**src/hw/rtl/iaie_pkg.sv**
```systemverilog
// Shared types and constants for the indexed array insert/erase core.
`default_nettype none
package iaie_pkg;

  localparam int unsigned DefCapacity    = 256;
  localparam int unsigned DefElementBits = 32;

  // Read-out tree: cells are grouped, one group entry selected per cycle.
  localparam int unsigned GroupBits = 4;
  localparam int unsigned GroupSize = 1 << GroupBits;

  // Port widths fixed by the request and result words.
  localparam int unsigned OpW     = 4;
  localparam int unsigned IndexW  = 9;
  localparam int unsigned ValueW  = 32;
  localparam int unsigned StatusW = 2;
  localparam int unsigned CountW  = 9;

  typedef enum logic [OpW-1:0] {
    OP_READ   = 4'd0,
    OP_WRITE  = 4'd1,
    OP_INSERT = 4'd2,
    OP_ERASE  = 4'd3,
    OP_PUSH   = 4'd4,
    OP_POP    = 4'd5,
    OP_CLEAR  = 4'd6,
    OP_FRONT  = 4'd7,
    OP_BACK   = 4'd8
  } op_e;

  typedef enum logic [StatusW-1:0] {
    STAT_OK    = 2'd0,
    STAT_RANGE = 2'd1,
    STAT_EMPTY = 2'd2,
    STAT_FULL  = 2'd3
  } status_e;

  typedef enum logic [2:0] {
    FSM_IDLE  = 3'b001,
    FSM_GROUP = 3'b010,
    FSM_FINAL = 3'b100
  } fsm_e;

  // Command broadcast to every cell of the row.
  typedef struct packed {
    logic en;
    logic load;
    logic shift_up;
    logic shift_down;
  } cell_cmd_t;

endpackage
`default_nettype wire

```
**src/hw/rtl/iaie_cell.sv**
```systemverilog
// One storage cell of the row: holds an element, loads it or takes a neighbor's.
`default_nettype none
module iaie_cell
  import iaie_pkg::*;
#(
  parameter int unsigned ELEMENT_BITS = DefElementBits,
  parameter int unsigned ADDR_W       = 8,
  parameter int unsigned CELL_IDX     = 0
) (
  input  wire logic                    clk_i,
  input  wire cell_cmd_t               cmd_i,
  input  wire logic [ADDR_W-1:0]       idx_i,
  input  wire logic [ELEMENT_BITS-1:0] value_i,
  input  wire logic [ELEMENT_BITS-1:0] left_i,
  input  wire logic [ELEMENT_BITS-1:0] right_i,
  output      logic [ELEMENT_BITS-1:0] data_o
);

  localparam logic [ADDR_W-1:0] MyIdx = ADDR_W'(CELL_IDX);

  logic [ELEMENT_BITS-1:0] data_q, data_d;
  logic                    upd;

  always_comb begin
    upd    = 1'b0;
    data_d = data_q;
    if (cmd_i.en) begin
      if (cmd_i.load && idx_i == MyIdx) begin
        upd    = 1'b1;
        data_d = value_i;
      end else if (cmd_i.shift_up && MyIdx > idx_i) begin
        upd    = 1'b1;
        data_d = left_i;
      end else if (cmd_i.shift_down && MyIdx >= idx_i) begin
        upd    = 1'b1;
        data_d = right_i;
      end
    end
  end

  always_ff @(posedge clk_i) begin
    if (upd) begin
      data_q <= data_d;
    end
  end

  assign data_o = data_q;

endmodule
`default_nettype wire

```
**config.mk**
```make
export PLATFORM = sky130hd
export DESIGN_NAME = iaie_cell
export DESIGN_NICKNAME = d
export VERILOG_FILES = /design/src/hw/rtl/iaie_pkg.sv /design/src/hw/rtl/iaie_cell.sv
export SDC_FILE = /design/constraint.sdc
export NUM_CORES = 1
export LEC_CHECK = 0
export BUFFER_PORTS_ARGS = -buffer_cell sky130_fd_sc_hd__buf_2
export CELL_PAD_IN_SITES_DETAIL_PLACEMENT = 1
export CELL_PAD_IN_SITES_GLOBAL_PLACEMENT = 1
export CORE_ASPECT_RATIO = 2
export CORE_MARGIN = 1
export CORE_UTILIZATION = 27
export DETAILED_ROUTE_END_ITERATION = 7
export PLACE_DENSITY = 0.91
export SLEW_MARGIN = 10
export SYNTH_ARGS = -nofsm -noshare
export SYNTH_HDL_FRONTEND = slang
export SYNTH_SLANG_ARGS = --single-unit
```
**constraint.sdc**
```tcl
create_clock -name clk_i -period 2.6 [get_ports clk_i]
set_input_delay 0.39 -clock clk_i [delete_from_list [all_inputs] [get_ports clk_i]]
set_output_delay 0.39 -clock clk_i [all_outputs]
set_load 0.05 [all_outputs]
```
==> out/metrics.cfg <==
[synthesis]
netlist.area_leader.share_pct = 63.5
yosysUniqueCellTypes = 7
syn-instance-count = 71
yosysTopAreaCell = edfxtp_1
synth_nets = 180
ys_seq_elements = 32
yosysSeqAreaShare_pct = 63.5
synth_area_leaders = edfxtp_1, mux2_4, buf_6
yosysWarnings = 0
avgSynthCellArea_um2 = 21.3
syn_area_um2 = 1510

[clock_tree]
cts_buffers = 5
htreeDepth = 2
cts.reportedPaths.clkPinSlew_ns = 0.06
cts_num_sinks = 32
cts-root-buf = clkbuf_8
ctsHoldBuffers = 0
cts_tree = built
clock_path_buffers = 2
cts_setup_buffers = 0
cts_resized = 0

[power]
p_clk_share_pct = 34.5
peakVddDrop_v = 0.000284
p_sw_share_pct = 19.8
internal_power_uw = 822
powerDensity_nw_per_um2 = 468
p_switching_uw = 203
p_comb_share_pct = 10.1
sequentialPowerShare_pct = 55.4
leakagePower_nw = 1.07
fin_total_pwr_mw = 1.03

[route]
ant_nets = 0
wire_per_inst_um = 15.2
vias_per_cell = 4.40
drt_wl_total_mm = 3.73
dr.pass1.iters = 4
drt_iter0_drc = 9
vias = 1077
remaining_drc_errors = 0

[outcome]
outcome = completed

[floorplan]
dieArea_um2 = 5930
initial_core_util_pct = 27.9
pin_count = 141
std_cell_rows = 38
die_w_um = 55.0
coreArea_um2 = 5420
dieHeight_um = 108

[finish]
mostFrequentLayoutCells = buf_2, edfxtp_1, mux2_4
largest_reg_flops = 32
final_cells = 245
layout.nets = 293
diodes = 0
post-route-util_pct = 40.4
final_cell_area_um2 = 2190
syn_to_final_growth_pct = 44.5
final_common_cell = buf_2
drive_gt1_share_pct = 81.6

[hold_path]
min_path_type = input port to flip-flop

[placed_design]
dpl.hpwl_mm = 3.01
place_inst = 237
port-buffer-count = 107
post_dp_cell_area_um2 = 2110
dpl_worst_slack_ns = 0.658
gp_congestion = 0.685

[critical_path]
crit_path_end_kind = flip-flop
arrival_ns = 1.65
crit_type = input port to flip-flop
start_kind = input port
critPathRequiredTime_ns = 2.63
worstPathMaxFanout = 32

[sta]
slew_violations = 0
whs_ns = 0.405
grt_setup_unrepaired = false
relSlewSlack_pct = 61.7
worstMarginPinSlew_ns = 0.574
hold_viol = 0
timing.fmax_ghz = 0.616
layout_setup_ws_ns = 0.978
tns_ns = 0
finalSetupViolations = 0
finalCriticalPeriod_ns = 1.62
fin_crit_sh_pct = 62.4

[run]
cap_violations = 0

[grt]
globalRouteOverflowTotal = 0
grt_max_degree = 33
grt_pass1_wl_mm = 5.22
gr-usage-all-layers_pct = 13.3
antenna_found_initial = 0
grt_pass1_vias = 1106

==> critical path, stage by stage <==
cell     delay, ns
buf_2         0.10
nor4_2        0.36
nand3_2       0.11
buf_4         0.32
mux2_4        0.36
==> cell type report <==
class	instances	area [um^2]
Clock buffer	5	68.8
Clock inverter	3	13.8
Fill cell	606	3230
Multi-Input combinational cell	36	519
Sequential cell	32	961
Tap cell	60	75.1
Timing Repair Buffer	109	551
==> cells by family after synthesis <==
logic type             synth area share (%)
AO/OA/AOI/OAI                         0.744
buffers and inverters                  2.23
flip-flops                             63.5
multiplexers                           31.2
AND/OR/NAND/NOR                        2.31
==> path summary, 6_finish.rpt <==
check,from,to,cells past startpoint
worst min-delay path,right_i[19],data_o[19]$_DFFE_PP_,2
worst max-delay path,idx_i[5],data_o[7]$_DFFE_PP_,5
==> synth_stat cells (all sizes together) <==
cell type	number
edfxtp	32
nor4	2
buf	3
nand3	1
o2111a	1
mux2	32
==> power by group through the flow <==
stage          logic (mW)  clock network (mW)  registers, mW
3_5_place_dp        0.105                   0          0.579
2_1_floorplan      0.0388                   0          0.582
3_3_place_gp       0.0997                   0          0.579
6_report            0.103               0.354          0.568
4_1_cts             0.105               0.374          0.568
5_1_grt             0.113               0.395          0.568
==> layer usage <==
| layer | wire length (um) | up-vias | GRT usage [%] | share of wire (%) |
|---|---|---|---|---|
| met5 | 0 | - | 0 | 0 |
| met3 | 301 | 8 | 3.53 | 8.1 |
| met1 | 1100 | 497 | 11.3 | 29 |
| li1 | - | 507 | - | - |
| met4 | 114 | 0 | 9.11 | 3.1 |
| met2 | 2210 | 65 | 24.3 | 59 |
(Power assumes the default switching activity.)
